[src/rtl/core/btc_pkg.sv]
// Shared types, constants and helper functions of the band tuning controller.
package btc_pkg;

  // Band table geometry
  localparam int unsigned NUM_BANDS = 16;
  localparam int unsigned BAND_W    = 4;
  localparam int unsigned FREQ_W    = 31;
  localparam int unsigned DELTA_W   = 32;
  localparam int unsigned SIDE_W    = 8;
  localparam int unsigned ACT_W     = 3;

  // Input tdata layout, lowest bit first
  localparam int unsigned IN_DELTA_LSB = 0;
  localparam int unsigned IN_BAND_LSB  = IN_DELTA_LSB + DELTA_W;
  localparam int unsigned IN_START_LSB = IN_BAND_LSB + BAND_W;
  localparam int unsigned IN_END_LSB   = IN_START_LSB + FREQ_W;
  localparam int unsigned IN_SSB_LSB   = IN_END_LSB + FREQ_W;
  localparam int unsigned IN_SIDE_LSB  = IN_SSB_LSB + FREQ_W;
  localparam int unsigned IN_TX_LSB    = IN_SIDE_LSB + SIDE_W;
  localparam int unsigned IN_USED_W    = IN_TX_LSB + 1;
  localparam int unsigned IN_DATA_W    = ((IN_USED_W + 7) / 8) * 8;

  // Output tdata layout, lowest bit first
  localparam int unsigned OUT_USED_W = FREQ_W + BAND_W + SIDE_W + 1;
  localparam int unsigned OUT_DATA_W = ((OUT_USED_W + 7) / 8) * 8;

  typedef enum logic [ACT_W-1:0] {
    ACT_TUNE   = 3'd0,
    ACT_NEXT   = 3'd1,
    ACT_PREV   = 3'd2,
    ACT_SELECT = 3'd3,
    ACT_LOAD   = 3'd4
  } btc_action_e;

  typedef enum logic [1:0] {
    ADDR_CUR,
    ADDR_NEXT,
    ADDR_PREV,
    ADDR_SEL
  } btc_addr_e;

  typedef enum logic [1:0] {
    OP_NONE,
    OP_TUNE,
    OP_ENTER
  } btc_op_e;

  typedef enum logic {
    ST_IDLE,
    ST_EXEC
  } btc_state_e;

  // One band table entry
  typedef struct packed {
    logic [FREQ_W-1:0] lower;
    logic [FREQ_W-1:0] upper;
    logic [FREQ_W-1:0] voice;
    logic [SIDE_W-1:0] side;
  } btc_entry_t;

  // Controller to datapath
  typedef struct packed {
    logic      capture;
    btc_addr_e addr_sel;
    logic      save_we;
    logic      load_we;
    logic      update;
    btc_op_e   op;
  } btc_cmd_t;

  // Datapath to controller
  typedef struct packed {
    logic [ACT_W-1:0] action;
    logic             transmitting;
    logic             band_ok;
  } btc_sts_t;

  // CW segment test: voice start set and lower <= freq < voice start
  function automatic logic cw_test(input logic [FREQ_W-1:0] freq,
                                   input logic [FREQ_W-1:0] lower,
                                   input logic [FREQ_W-1:0] voice);
    cw_test = (voice != '0) && (freq < voice) && (freq >= lower);
  endfunction

endpackage

[src/rtl/core/band_tuning_controller.sv]
// Band tuning controller: one result per transaction, accepted after the previous one is done.
// The band table and band memory reads are registered at the accepting edge; the add, clamp
// and CW test then run in the execute state, and the result register loads once it is free.
// The output register lets a new transaction in while a result waits. Reset (async, active
// low) clears the current band, frequency, sideband, CW flag and the per-entry valid bits,
// so the table and band memory read as zero until written.
module band_tuning_controller (
  input  logic                             clk_i,
  input  logic                             rst_ni,
  input  logic                             s_axis_tvalid,
  output logic                             s_axis_tready,
  // tune_step, band_number, entry_start, entry_end, entry_ssb_start,
  // entry_sideband, transmitting, zero fill
  input  logic [btc_pkg::IN_DATA_W-1:0]    s_axis_tdata,
  // action
  input  logic [btc_pkg::ACT_W-1:0]        s_axis_tuser,
  output logic                             m_axis_tvalid,
  input  logic                             m_axis_tready,
  // frequency, band_now, sideband_now, cw_mode, zero fill
  output logic [btc_pkg::OUT_DATA_W-1:0]   m_axis_tdata
);

  btc_pkg::btc_cmd_t cmd;
  btc_pkg::btc_sts_t sts;

  btc_ctrl u_ctrl (
    .clk_i         (clk_i),
    .rst_ni        (rst_ni),
    .s_axis_tvalid (s_axis_tvalid),
    .s_axis_tready (s_axis_tready),
    .m_axis_tvalid (m_axis_tvalid),
    .m_axis_tready (m_axis_tready),
    .sts_i         (sts),
    .cmd_o         (cmd)
  );

  btc_datapath u_datapath (
    .clk_i       (clk_i),
    .rst_ni      (rst_ni),
    .in_data_i   (s_axis_tdata),
    .in_action_i (s_axis_tuser),
    .cmd_i       (cmd),
    .sts_o       (sts),
    .out_data_o  (m_axis_tdata)
  );

endmodule

[src/rtl/core/btc_ctrl.sv]
// Controller state machine: decodes each transaction and sequences read and update.
module btc_ctrl (
  input  logic              clk_i,
  input  logic              rst_ni,
  input  logic              s_axis_tvalid,
  output logic              s_axis_tready,
  output logic              m_axis_tvalid,
  input  logic              m_axis_tready,
  input  btc_pkg::btc_sts_t sts_i,
  output btc_pkg::btc_cmd_t cmd_o
);

  btc_pkg::btc_state_e state_q, state_d;
  btc_pkg::btc_op_e    op_q, op_d;
  logic                out_vld_q, out_vld_d;
  logic                out_free;

  assign out_free      = !out_vld_q || m_axis_tready;
  assign s_axis_tready = (state_q == btc_pkg::ST_IDLE);
  assign m_axis_tvalid = out_vld_q;

  // State, pending operation and result valid
  always_ff @(posedge clk_i or negedge rst_ni) begin
    if (!rst_ni) begin
      state_q   <= btc_pkg::ST_IDLE;
      op_q      <= btc_pkg::OP_NONE;
      out_vld_q <= 1'b0;
    end else begin
      state_q   <= state_d;
      op_q      <= op_d;
      out_vld_q <= out_vld_d;
    end
  end

  // Next state and commands
  always_comb begin
    state_d = state_q;
    op_d    = op_q;
    cmd_o   = '{capture:  1'b0,
                addr_sel: btc_pkg::ADDR_CUR,
                save_we:  1'b0,
                load_we:  1'b0,
                update:   1'b0,
                op:       btc_pkg::OP_NONE};
    unique case (state_q)
      btc_pkg::ST_IDLE: begin
        if (s_axis_tvalid) begin
          cmd_o.capture = 1'b1;
          op_d          = btc_pkg::OP_NONE;
          state_d       = btc_pkg::ST_EXEC;
          unique case (sts_i.action)
            btc_pkg::ACT_TUNE: begin
              if (!sts_i.transmitting) begin
                op_d = btc_pkg::OP_TUNE;
              end
            end
            btc_pkg::ACT_NEXT: begin
              if (!sts_i.transmitting) begin
                cmd_o.addr_sel = btc_pkg::ADDR_NEXT;
                cmd_o.save_we  = 1'b1;
                op_d           = btc_pkg::OP_ENTER;
              end
            end
            btc_pkg::ACT_PREV: begin
              if (!sts_i.transmitting) begin
                cmd_o.addr_sel = btc_pkg::ADDR_PREV;
                cmd_o.save_we  = 1'b1;
                op_d           = btc_pkg::OP_ENTER;
              end
            end
            btc_pkg::ACT_SELECT: begin
              if (sts_i.band_ok) begin
                cmd_o.addr_sel = btc_pkg::ADDR_SEL;
                op_d           = btc_pkg::OP_ENTER;
              end
            end
            btc_pkg::ACT_LOAD: begin
              cmd_o.load_we = sts_i.band_ok;
            end
            default: begin
              op_d = btc_pkg::OP_NONE;
            end
          endcase
        end
      end
      btc_pkg::ST_EXEC: begin
        cmd_o.op = op_q;
        // hold until the output register can take the result
        if (out_free) begin
          cmd_o.update = 1'b1;
          state_d      = btc_pkg::ST_IDLE;
        end
      end
      default: begin
        state_d = btc_pkg::ST_IDLE;
      end
    endcase
  end

  // Set on a new result, drop when the result transaction completes
  always_comb begin
    out_vld_d = (out_vld_q && !m_axis_tready) || cmd_o.update;
  end

endmodule

[src/rtl/core/btc_datapath.sv]
// Datapath: band table, band memory, current tuning state and result register.
module btc_datapath (
  input  logic                              clk_i,
  input  logic                              rst_ni,
  input  logic [btc_pkg::IN_DATA_W-1:0]     in_data_i,
  input  logic [btc_pkg::ACT_W-1:0]         in_action_i,
  input  btc_pkg::btc_cmd_t                 cmd_i,
  output btc_pkg::btc_sts_t                 sts_o,
  output logic [btc_pkg::OUT_DATA_W-1:0]    out_data_o
);

  localparam int unsigned BW = btc_pkg::BAND_W;
  localparam int unsigned FW = btc_pkg::FREQ_W;
  localparam int unsigned SW = btc_pkg::SIDE_W;
  localparam int unsigned DW = btc_pkg::DELTA_W;
  localparam int unsigned NB = btc_pkg::NUM_BANDS;
  localparam int unsigned SUM_W = DW + 2;

  // Unpacked input fields
  logic [DW-1:0] in_delta;
  logic [BW-1:0] in_band;
  logic [FW-1:0] in_start;
  logic [FW-1:0] in_end;
  logic [FW-1:0] in_ssb;
  logic [SW-1:0] in_side;
  logic          in_tx;

  assign in_delta = in_data_i[btc_pkg::IN_DELTA_LSB +: DW];
  assign in_band  = in_data_i[btc_pkg::IN_BAND_LSB +: BW];
  assign in_start = in_data_i[btc_pkg::IN_START_LSB +: FW];
  assign in_end   = in_data_i[btc_pkg::IN_END_LSB +: FW];
  assign in_ssb   = in_data_i[btc_pkg::IN_SSB_LSB +: FW];
  assign in_side  = in_data_i[btc_pkg::IN_SIDE_LSB +: SW];
  assign in_tx    = in_data_i[btc_pkg::IN_TX_LSB];

  assign sts_o.action       = in_action_i;
  assign sts_o.transmitting = in_tx;
  assign sts_o.band_ok      = ({1'b0, in_band} < (BW+1)'(NB));

  // Current tuning state
  logic [BW-1:0] cur_band_q;
  logic [FW-1:0] cur_freq_q;
  logic [SW-1:0] cur_side_q;
  logic          cw_q;
  logic [BW-1:0] band_d;
  logic [FW-1:0] freq_d;
  logic [SW-1:0] side_d;
  logic          cw_d;

  // Captured item fields
  logic [DW-1:0] delta_q;
  logic [BW-1:0] tgt_q;

  // Band step with wrap
  logic [BW-1:0] band_inc;
  logic [BW-1:0] band_dec;
  logic [BW-1:0] rd_addr;

  assign band_inc = (cur_band_q == BW'(NB - 1)) ? '0 : cur_band_q + BW'(1);
  assign band_dec = (cur_band_q == '0) ? BW'(NB - 1) : cur_band_q - BW'(1);

  always_comb begin
    case (cmd_i.addr_sel)
      btc_pkg::ADDR_NEXT: rd_addr = band_inc;
      btc_pkg::ADDR_PREV: rd_addr = band_dec;
      btc_pkg::ADDR_SEL:  rd_addr = in_band;
      default:            rd_addr = cur_band_q;
    endcase
  end

  // Band table: written on load, read at the target band
  btc_pkg::btc_entry_t tbl_mem [NB];
  btc_pkg::btc_entry_t tbl_rd_q;
  logic [NB-1:0]       tbl_vld_q;
  logic                tbl_rd_vld_q;
  btc_pkg::btc_entry_t tbl_wr;
  btc_pkg::btc_entry_t entry;

  assign tbl_wr = '{lower: in_start, upper: in_end, voice: in_ssb, side: in_side};

  always_ff @(posedge clk_i) begin
    if (cmd_i.load_we) begin
      tbl_mem[in_band] <= tbl_wr;
    end
    if (cmd_i.capture) begin
      tbl_rd_q <= tbl_mem[rd_addr];
    end
  end

  always_ff @(posedge clk_i or negedge rst_ni) begin
    if (!rst_ni) begin
      tbl_vld_q    <= '0;
      tbl_rd_vld_q <= 1'b0;
    end else begin
      if (cmd_i.load_we) begin
        tbl_vld_q[in_band] <= 1'b1;
      end
      if (cmd_i.capture) begin
        tbl_rd_vld_q <= tbl_vld_q[rd_addr];
      end
    end
  end

  // Unloaded entries read as zero
  assign entry = tbl_rd_vld_q ? tbl_rd_q : '0;

  // Band memory: saved on band step, preset on load
  logic [FW-1:0] bmem [NB];
  logic [FW-1:0] bmem_rd_q;
  logic [NB-1:0] bmem_vld_q;
  logic          bmem_rd_vld_q;
  logic          bmem_we;
  logic [BW-1:0] bmem_waddr;
  logic [FW-1:0] bmem_wdata;
  logic          bmem_fwd;
  logic [FW-1:0] recall;

  assign bmem_we    = cmd_i.save_we || cmd_i.load_we;
  assign bmem_waddr = cmd_i.load_we ? in_band : cur_band_q;
  assign bmem_wdata = cmd_i.load_we ? ((in_ssb != '0) ? in_ssb : in_start) : cur_freq_q;
  assign bmem_fwd   = bmem_we && (bmem_waddr == rd_addr);

  always_ff @(posedge clk_i) begin
    if (bmem_we) begin
      bmem[bmem_waddr] <= bmem_wdata;
    end
    if (cmd_i.capture) begin
      bmem_rd_q <= bmem_fwd ? bmem_wdata : bmem[rd_addr];
    end
  end

  always_ff @(posedge clk_i or negedge rst_ni) begin
    if (!rst_ni) begin
      bmem_vld_q    <= '0;
      bmem_rd_vld_q <= 1'b0;
    end else begin
      if (bmem_we) begin
        bmem_vld_q[bmem_waddr] <= 1'b1;
      end
      if (cmd_i.capture) begin
        bmem_rd_vld_q <= bmem_fwd || bmem_vld_q[rd_addr];
      end
    end
  end

  assign recall = bmem_rd_vld_q ? bmem_rd_q : '0;

  // Capture the step and the target band
  always_ff @(posedge clk_i) begin
    if (cmd_i.capture) begin
      delta_q <= in_delta;
      tgt_q   <= rd_addr;
    end
  end

  // Tune: wide sum, clamp to band edges
  logic signed [SUM_W-1:0] sum;
  logic                    below;
  logic                    above;
  logic [FW-1:0]           tuned;
  logic                    cw_before;
  logic                    cw_after;

  assign sum   = $signed({(SUM_W-FW)'(0), cur_freq_q})
               + $signed({{(SUM_W-DW){delta_q[DW-1]}}, delta_q});
  assign below = sum < $signed({(SUM_W-FW)'(0), entry.lower});
  assign above = sum > $signed({(SUM_W-FW)'(0), entry.upper});
  assign tuned = below ? entry.lower : (above ? entry.upper : sum[FW-1:0]);

  assign cw_before = btc_pkg::cw_test(cur_freq_q, entry.lower, entry.voice);
  assign cw_after  = btc_pkg::cw_test(tuned, entry.lower, entry.voice);

  // Next tuning state
  always_comb begin
    band_d = cur_band_q;
    freq_d = cur_freq_q;
    side_d = cur_side_q;
    cw_d   = cw_q;
    case (cmd_i.op)
      btc_pkg::OP_TUNE: begin
        freq_d = tuned;
        // flag follows only a change of the CW test
        if (cw_before != cw_after) begin
          cw_d = cw_after;
        end
      end
      btc_pkg::OP_ENTER: begin
        band_d = tgt_q;
        freq_d = recall;
        side_d = entry.side;
        cw_d   = btc_pkg::cw_test(recall, entry.lower, entry.voice);
      end
      default: begin
        cw_d = cw_q;
      end
    endcase
  end

  always_ff @(posedge clk_i or negedge rst_ni) begin
    if (!rst_ni) begin
      cur_band_q <= '0;
      cur_freq_q <= '0;
      cur_side_q <= '0;
      cw_q       <= 1'b0;
    end else if (cmd_i.update) begin
      cur_band_q <= band_d;
      cur_freq_q <= freq_d;
      cur_side_q <= side_d;
      cw_q       <= cw_d;
    end
  end

  // Result register
  logic [btc_pkg::OUT_USED_W-1:0] out_q;

  always_ff @(posedge clk_i) begin
    if (cmd_i.update) begin
      out_q <= {cw_d, side_d, band_d, freq_d};
    end
  end

  assign out_data_o = {(btc_pkg::OUT_DATA_W - btc_pkg::OUT_USED_W)'(0), out_q};

endmodule

[config.mk]
export PLATFORM = sky130hd
export DESIGN_NAME = band_tuning_controller
export DESIGN_NICKNAME = d
export VERILOG_FILES = /design/src/rtl/core/btc_pkg.sv /design/src/rtl/core/band_tuning_controller.sv /design/src/rtl/core/btc_ctrl.sv /design/src/rtl/core/btc_datapath.sv
export SDC_FILE = /design/constraint.sdc
export NUM_CORES = 2
export LEC_CHECK = 0
export BUFFER_PORTS_ARGS = -buffer_cell sky130_fd_sc_hd__buf_2
export CAP_MARGIN = 20
export CORE_UTILIZATION = 30
export DETAILED_ROUTE_END_ITERATION = 8
export PLACE_DENSITY = 0.54
export SLEW_MARGIN = 30
export SYNTH_ARGS = -nofsm -noshare
export SYNTH_HDL_FRONTEND = slang
export SYNTH_SLANG_ARGS = --single-unit
[constraint.sdc]
create_clock -name clk_i -period 28.9 [get_ports clk_i]
set_clock_uncertainty 0.1 [all_clocks]
set_input_delay 2.89 -clock clk_i [delete_from_list [all_inputs] [get_ports clk_i]]
set_output_delay 2.89 -clock clk_i [all_outputs]
set_load 0.02 [all_outputs]
* Word level (Yosys, flattened, before mapping) *
Memories as Yosys holds them, arrays and structs flattened. A register that Yosys moved wholly into a read port is not among the register bits.
Index checks and enable logic that the tools add are counted.

storage, ports and cells
  memory bits (writable) = 2112
  memories kept = 2
  input port bits = 151
  output and inout bits = 50
  word-level logic and storage cells = 111
  flip-flop bits (word level) = 162

memory list
  name                depth  bits a word  rd ports  clocked after Yosys merged registers in  write ports  RTL line             source
  u_datapath.tbl_mem  16     101          1         1                                        1            btc_datapath.sv:72   btc_pkg::btc_entry_t tbl_mem [NB];
  u_datapath.bmem     16     31           1         1                                        1            btc_datapath.sv:108  logic [FW-1:0] bmem [NB];

cells by class
  reduce and logical (&&, ||, !) cells = 22
  equal/unequal tests = 12
  multiplexer cells = 42
  order comparisons = 13
  add/subtract/negate cells = 3
  bitwise logic cells = 3

operators by type and width
  kind                                                               number
  two-way mux 31 bit                                                 5
  two-way mux 101 bit                                                1
  greater-or-equal comparator 31 bit                                 3
  < comparator 31 bit                                                3
  case mux 31 bit (2 select lines)                                   1
  nonzero test 31 bit                                                2
  > comparator 34 x 32 -> 1 bit                                      1
  < comparator 34 x 32 -> 1 bit                                      1
  adder 32 x 32 -> 33 bit                                            1
  bitwise OR 16 bit                                                  2
  two-way mux 4 bit                                                  4
  < comparator 4 x 5 -> 1 bit, second input constant                 3
  two-way mux 1 bit                                                  14
  case mux 2 bit (3 select lines)                                    2
  case mux 4 bit (3 select lines)                                    1
  logical AND 1 bit                                                  10
  two-way mux 5 bit                                                  2
  binary-select mux 1 bit (select 4 bit)                             2
  demux 1 bit (select 4 bit)                                         2
  greater-or-equal comparator 4 x 1 -> 1 bit, second input constant  2
  two-way mux 8 bit                                                  1
  equality test 2 bit, second input constant                         3
  equality test 3 x 2 -> 1 bit, second input constant                2
  two-way mux 3 bit                                                  2
  17 further kinds                                                   25

* Logic depth before layout (Yosys ltp) *
  depth after elaboration = 10
  depth in mapped cells = 40
  gate-level depth less buffers = 37

* By module *
From an unflattened synthesis, not the netlist that was laid out.

second synthesis, totals
  cell total of the unflattened synthesis = 8371
  area, all modules = 103163.9 um^2

by module, submodules not included
  module        cells an instance  sequential area each (um^2)  instances  area an instance (um^2)
  btc_datapath  8339               71738.8                      1          102907.4
  btc_ctrl      32                 100.1                        1          256.5

* Worst setup path after synthesis *
Ideal clock, no wire load.

  kind = in2reg
  from = in s_axis_tvalid
  to = reg u_datapath.tbl_vld_q[0]
  setup time = 0.108 ns
  path buffers = 2
  slack = 13.608 ns
  data arrival time = 15.084 ns
  stages = 8
  data required time = 28.692 ns
  path through = nand2b_1 > buf_2 > inv_1 > nand3_1 > clkbuf_1 > or3_1 > nor3_1 > or2_2

between the ends
  word-level cells in the longest chain between the ends = 2

RTL lines
  what                           RTL line                      source
  start, declared                band_tuning_controller.sv:10  input logic s_axis_tvalid,
  two-way mux 5 bit              btc_ctrl.sv:47                if (s_axis_tvalid) begin
  two-way mux 5 bit              btc_ctrl.sv:45                unique case (state_q)
  end signal, assigned           btc_datapath.sv:92            tbl_vld_q <= '0;
  end signal, assigned by index  btc_datapath.sv:96            tbl_vld_q[in_band] <= 1'b1;
  end, declared                  btc_datapath.sv:74            logic [NB-1:0] tbl_vld_q;

Every way passes these cells.
A chain may end at the register's enable or synchronous reset.

* Worst setup path after layout *
  from = reg u_datapath.cur_freq_q[9]
  to = reg u_datapath.out_q[43] (netlist bit), data pin

between the ends
  word-level cells in the longest chain between the ends = 10
  elaborated cells between the ends (all ways) = 16
  classes of those cells = 1 x add/sub; 6 x order compare; 1 x eq/ne; 4 x mux; 4 x reduce/logical

RTL lines
  what                                 RTL line             source
  start, declared                      btc_datapath.sv:42   logic [FW-1:0] cur_freq_q;
  start signal, assigned               btc_datapath.sv:207  cur_freq_q <= freq_d;
  adder 32 x 32 -> 33 bit              btc_datapath.sv:165  + $signed({{(SUM_W-DW){delta_q[DW-1]}}, delta_q});
  > comparator 34 x 32 -> 1 bit        btc_datapath.sv:167  assign above = sum > $signed({(SUM_W-FW)'(0), entry.upper});
  two-way mux 31 bit (2 in series)     btc_datapath.sv:168  assign tuned = below ? entry.lower : (above ? entry.upper : sum[FW-1:0]);
  < comparator 31 bit                  btc_pkg.sv:82        cw_test = (voice != '0) && (freq < voice) && (freq >= lower);
  logical AND 1 bit (2 in series)      btc_pkg.sv:82
  inequality test 1 bit                btc_datapath.sv:183  if (cw_before != cw_after) begin
  two-way mux 1 bit (*)                btc_datapath.sv:183
  case mux 1 bit (2 select lines) (*)  btc_datapath.sv:179  case (cmd_i.op)
  net u_datapath.cw_d                  btc_datapath.sv:48   logic cw_d;
  end signal, assigned                 btc_datapath.sv:218  out_q <= {cw_d, side_d, band_d, freq_d};
  end, declared                        btc_datapath.sv:214  logic [btc_pkg::OUT_USED_W-1:0] out_q;

Mark *: on every way through the listed nets, which the timed path passes. The rest lies on a longest branch.

==> impl_metrics.py <==
metrics = {
    "run_status": {
        "status": "complete, no violations",
    },
    "min_path": {
        "min_path_type": "reg2reg",
    },
    "floorplan": {
        "io_pins": 201,
        "die_area_um2": 347900,
        "coreArea_um2": 343500,
        "initial_core_util": 0.3018,
        "die_h_um": 589.8,
        "rows": 215,
        "die_w_um": 589.8,
    },
    "clock_network": {
        "cts_sinks": 2406,
        "cts_root_buffer": "clkbuf_16",
        "clockBufferDepth": 4,
        "cts-resized-gates": 0,
        "cts_setup_buffers": 0,
        "cts_max_level": 5,
        "cts_tree": "yes",
        "clk_latency_ps": 930,
        "numCtsBuffers": 267,
        "cts_hold_buf": 0,
        "clkTransAtPathRegs_ps": 70,
    },
    "detailed_routing": {
        "dr.pass1.iters": 6,
        "num_vias": 70438,
        "finalWirelength_mm": 332.6,
        "ant_nets": 0,
        "avgRoutedWirePerCell_um": 24.96,
        "drc": 0,
        "drt_iter0_markers": 7016,
        "routed_via_density": 5.287,
    },
    "power_and_ir_drop": {
        "ir_drop_uv": 78.82,
        "p_per_area_nw_per_um2": 98.26,
        "p_leak_nw": 41.34,
    },
    "synthesis": {
        "syn_area_per_cell_um2": 12.21,
        "yosys_warnings": 0,
        "synth_top_cell_by_area": "edfxtp_1",
        "netlist_top_cells_area": "edfxtp_1 67%, nand2_1 8.9%, nand3_1 5.4%",
        "syn_area_um2": 103700,
        "yosysMostFrequentCell": "nand2_1",
        "yosysSeqAreaShare": 0.6930,
        "synth-main-ff-cell": "edfxtp_1",
        "synth_seq_cells": 2406,
        "synth_cell_types": 91,
        "synth.top_cell.area_share": 0.6732,
        "synth_common_cells": "2,448 x nand2_1, 2,324 x edfxtp_1, 1,125 x nand3_1, 381 x clkbuf_1, 273 x ha_1",
        "synth-async-reset-ratio": 0.03408,
        "netlist_instances": 8490,
        "synth_edf_count": 2324,
    },
    "placed_design": {
        "place_hpwl_mm": 190.0,
        "gp_congestion": 0.8975,
        "dpl_cell_area_um2": 109800,
        "dp.cells": 12825,
        "numPortBuffers": 190,
    },
    "setup_path": {
        "ff2ff_setup_slack_ps": 19290,
        "endpoint_kind": "flop",
        "crit_path_start_kind": "flop",
        "setup.worst_path.start": "u_datapath.cur_freq_q[9]$_DFFE_PN0P_",
        "crit_type": "reg2reg",
        "critPathMostFrequentCell": "a21oi_1",
        "crit_path_end": "u_datapath.out_q[43]$_DFFE_PP_",
        "worstPathRequired_ps": 29470,
        "r2r_cells": 36,
        "path_max_fanout": 34,
        "worstPathArrival_ps": 10180,
        "critPathMaxStageDelay_ps": 640,
        "r2r-end": "u_datapath.out_q[43]$_DFFE_PP_",
        "slowest_stage": "or4b_2",
        "r2r-start": "u_datapath.cur_freq_q[9]$_DFFE_PN0P_",
    },
    "global_routing": {
        "grt_pass1_wl_mm": 473.8,
        "first_global_vias": 66478,
        "grt_max_degree": 152,
        "track_usage": 0.1849,
        "antenna_found_initial": 84,
        "grt_overflow": 0,
    },
    "job": {
        "drv_cap": 0,
    },
    "cells_and_area": {
        "instances_no_fill": 13323,
        "fillers": 33167,
        "final_area_um2": 118200,
        "nNetsFinal": 8962,
        "drive_gt1_frac": 0.09768,
        "area_growth_pct": 14.06,
    },
    "sta": {
        "fin_crit_ps": 9611,
        "final-hold-violation-count": 0,
        "slew_headroom": 0.2350,
        "setup-tns-final_ps": 0,
        "maxSlewViolCount": 0,
        "fin_crit_sh": 0.3326,
        "finalSetupViolCount": 0,
        "timing.fmax_mhz": 104.0,
        "rsz0062_at_grt": "false",
        "worst_pin_slew_ps": 1141,
    },
}
==> critical path, delay by kind of cell (launching register included) <==
family | cells | cell delay (ps)
AOI/OAI and AO/OA | 23 | 5050
DFF | 1 | 530
xor gates and xnor gates | 1 | 300
adders and majority gates | 3 | 1090
and+or+nand+nor | 8 | 1820
buffers and inverters | 1 | 440
==> cell usage in the layout, fill, tap and decap left out, drive strengths merged, types with 7 or more instances in the layout <==
| master | n |
|---|---|
| o221ai | 31 |
| bufinv | 14 |
| mux2 | 44 |
| o211ai | 15 |
| clkbuf | 344 |
| dfrtp | 82 |
| mux2i | 12 |
| nor2b | 21 |
| a211oi | 20 |
| o31ai | 7 |
| nand3 | 1125 |
| a21oi | 192 |
| buf | 316 |
| o21ai | 171 |
| inv | 57 |
| o21a | 19 |
| or3 | 11 |
| xnor2 | 20 |
| a311oi | 272 |
| nor2 | 138 |
| a21o | 75 |
| or2 | 38 |
| o311a | 28 |
| nand2b | 15 |
| diode | 23 |
| nor3 | 33 |
| clkinv | 101 |
| nand4 | 47 |
| and2 | 38 |
| ha | 273 |
| nor4 | 23 |
| nand2 | 2448 |
| o21bai | 8 |
| edfxtp | 2324 |
| a31oi | 146 |
| and3 | 147 |
==> power breakdown <==
| part | switching, mW | internal [mW] | leakage, nW |
|---|---|---|---|
| clock | 1.40 | 1.87 | 4.04 |
| sequential | 0.249 | 4.16 | 22.2 |
| combinational | 2.70 | 1.23 | 15.1 |
==> state kept, by name, indices dropped and copies added (netlist names) <==
name,count
u_datapath.cur_side_q,8
u_datapath.bmem_rd_q,31
u_datapath.tbl_vld_q,16
u_datapath.bmem_rd_vld_q,1
u_datapath.tgt_q,4
u_ctrl.m_axis_tvalid,1
u_datapath.tbl_mem,1616
u_ctrl.op_q,2
u_datapath.cur_freq_q,31
u_ctrl.state_q,1
u_datapath.tbl_rd_q,101
u_datapath.cw_q,1
u_datapath.out_q,44
u_datapath.cur_band_q,4
u_datapath.bmem,496
u_datapath.tbl_rd_vld_q,1
u_datapath.bmem_vld_q,16
u_datapath.delta_q,32
==> routing by layer <==
metal / track usage / vias up / share of wire
met2: 0.3014 / 2759 / 0.47
met4: 0.05391 / 52 / 0.029
met5: 0 / - / 0.0010
met1: 0.2465 / 35465 / 0.42
li1: - / 31548 / -
met3: 0.04050 / 614 / 0.085
==> cell type report <==
type                            instances  area, um^2  area share
Antenna cell                           23       57.56   0.0004868
Clock buffer                          344        7097     0.06002
Clock inverter                        131        1207     0.01021
Inverter                               45       200.2    0.001693
Multi-Input combinational cell       5501       29900      0.2529
Sequential cell                      2406       71840      0.6076
Tap cell                             4557        5702     0.04822
Timing Repair Buffer                  316        2227     0.01884
==> worst min-delay path by stage <==
stage          depth (start not counted)  slack (ps)                                   from                                     to
6_report                               1         360   u_datapath.bmem_vld_q[1]$_DFFE_PN0N_   u_datapath.bmem_vld_q[1]$_DFFE_PN0N_
5_1_grt                                1         380   u_datapath.bmem_vld_q[1]$_DFFE_PN0N_   u_datapath.bmem_vld_q[1]$_DFFE_PN0N_
4_1_cts                                1         370   u_datapath.bmem_vld_q[1]$_DFFE_PN0N_   u_datapath.bmem_vld_q[1]$_DFFE_PN0N_
3_5_place_dp                           1         350   u_datapath.bmem_vld_q[1]$_DFFE_PN0N_   u_datapath.bmem_vld_q[1]$_DFFE_PN0N_
3_3_place_gp                           1         350   u_datapath.tbl_vld_q[10]$_DFFE_PN0P_   u_datapath.tbl_vld_q[10]$_DFFE_PN0P_
2_1_floorplan                          1         340  u_datapath.bmem_vld_q[11]$_DFFE_PN0N_  u_datapath.bmem_vld_q[11]$_DFFE_PN0N_
==> through the flow <==
step / util / worst slack [ps] / hold WS [ps] / power, mW
2_1_floorplan: - / 13610 / 338.9 / 6.938
3_3_place_gp: 0.3194 / 19360 / 350.9 / 8.309
3_5_place_dp: 0.3196 / 19400 / 351.2 / 8.369
4_1_cts: 0.3438 / 19290 / 366.3 / 11.65
5_1_grt: 0.3441 / 18650 / 375.8 / 12.19
6_report: 0.3442 / 19290 / 364.3 / 11.62
==> kinds of logic (layout without fill, tap and decap cells) <==
| kind of cell | Yosys count | in the layout | synth area share |
|---|---|---|---|
| AND/OR/NAND/NOR | 4104 | 4104 | 0.1718 |
| flip-flops | 2406 | 2406 | 0.6930 |
| AO/OA/AOI/OAI | 1034 | 1034 | 0.07049 |
| buffers and inverters | 586 | 836 | 0.02290 |
| adder cells (fa/ha/maj) | 276 | 276 | 0.03334 |
| multiplexers | 57 | 57 | 0.006156 |
| XOR/XNOR | 26 | 26 | 0.002197 |
| other | 1 | 27 | 0.00003618 |
(Power assumes the default switching activity.)
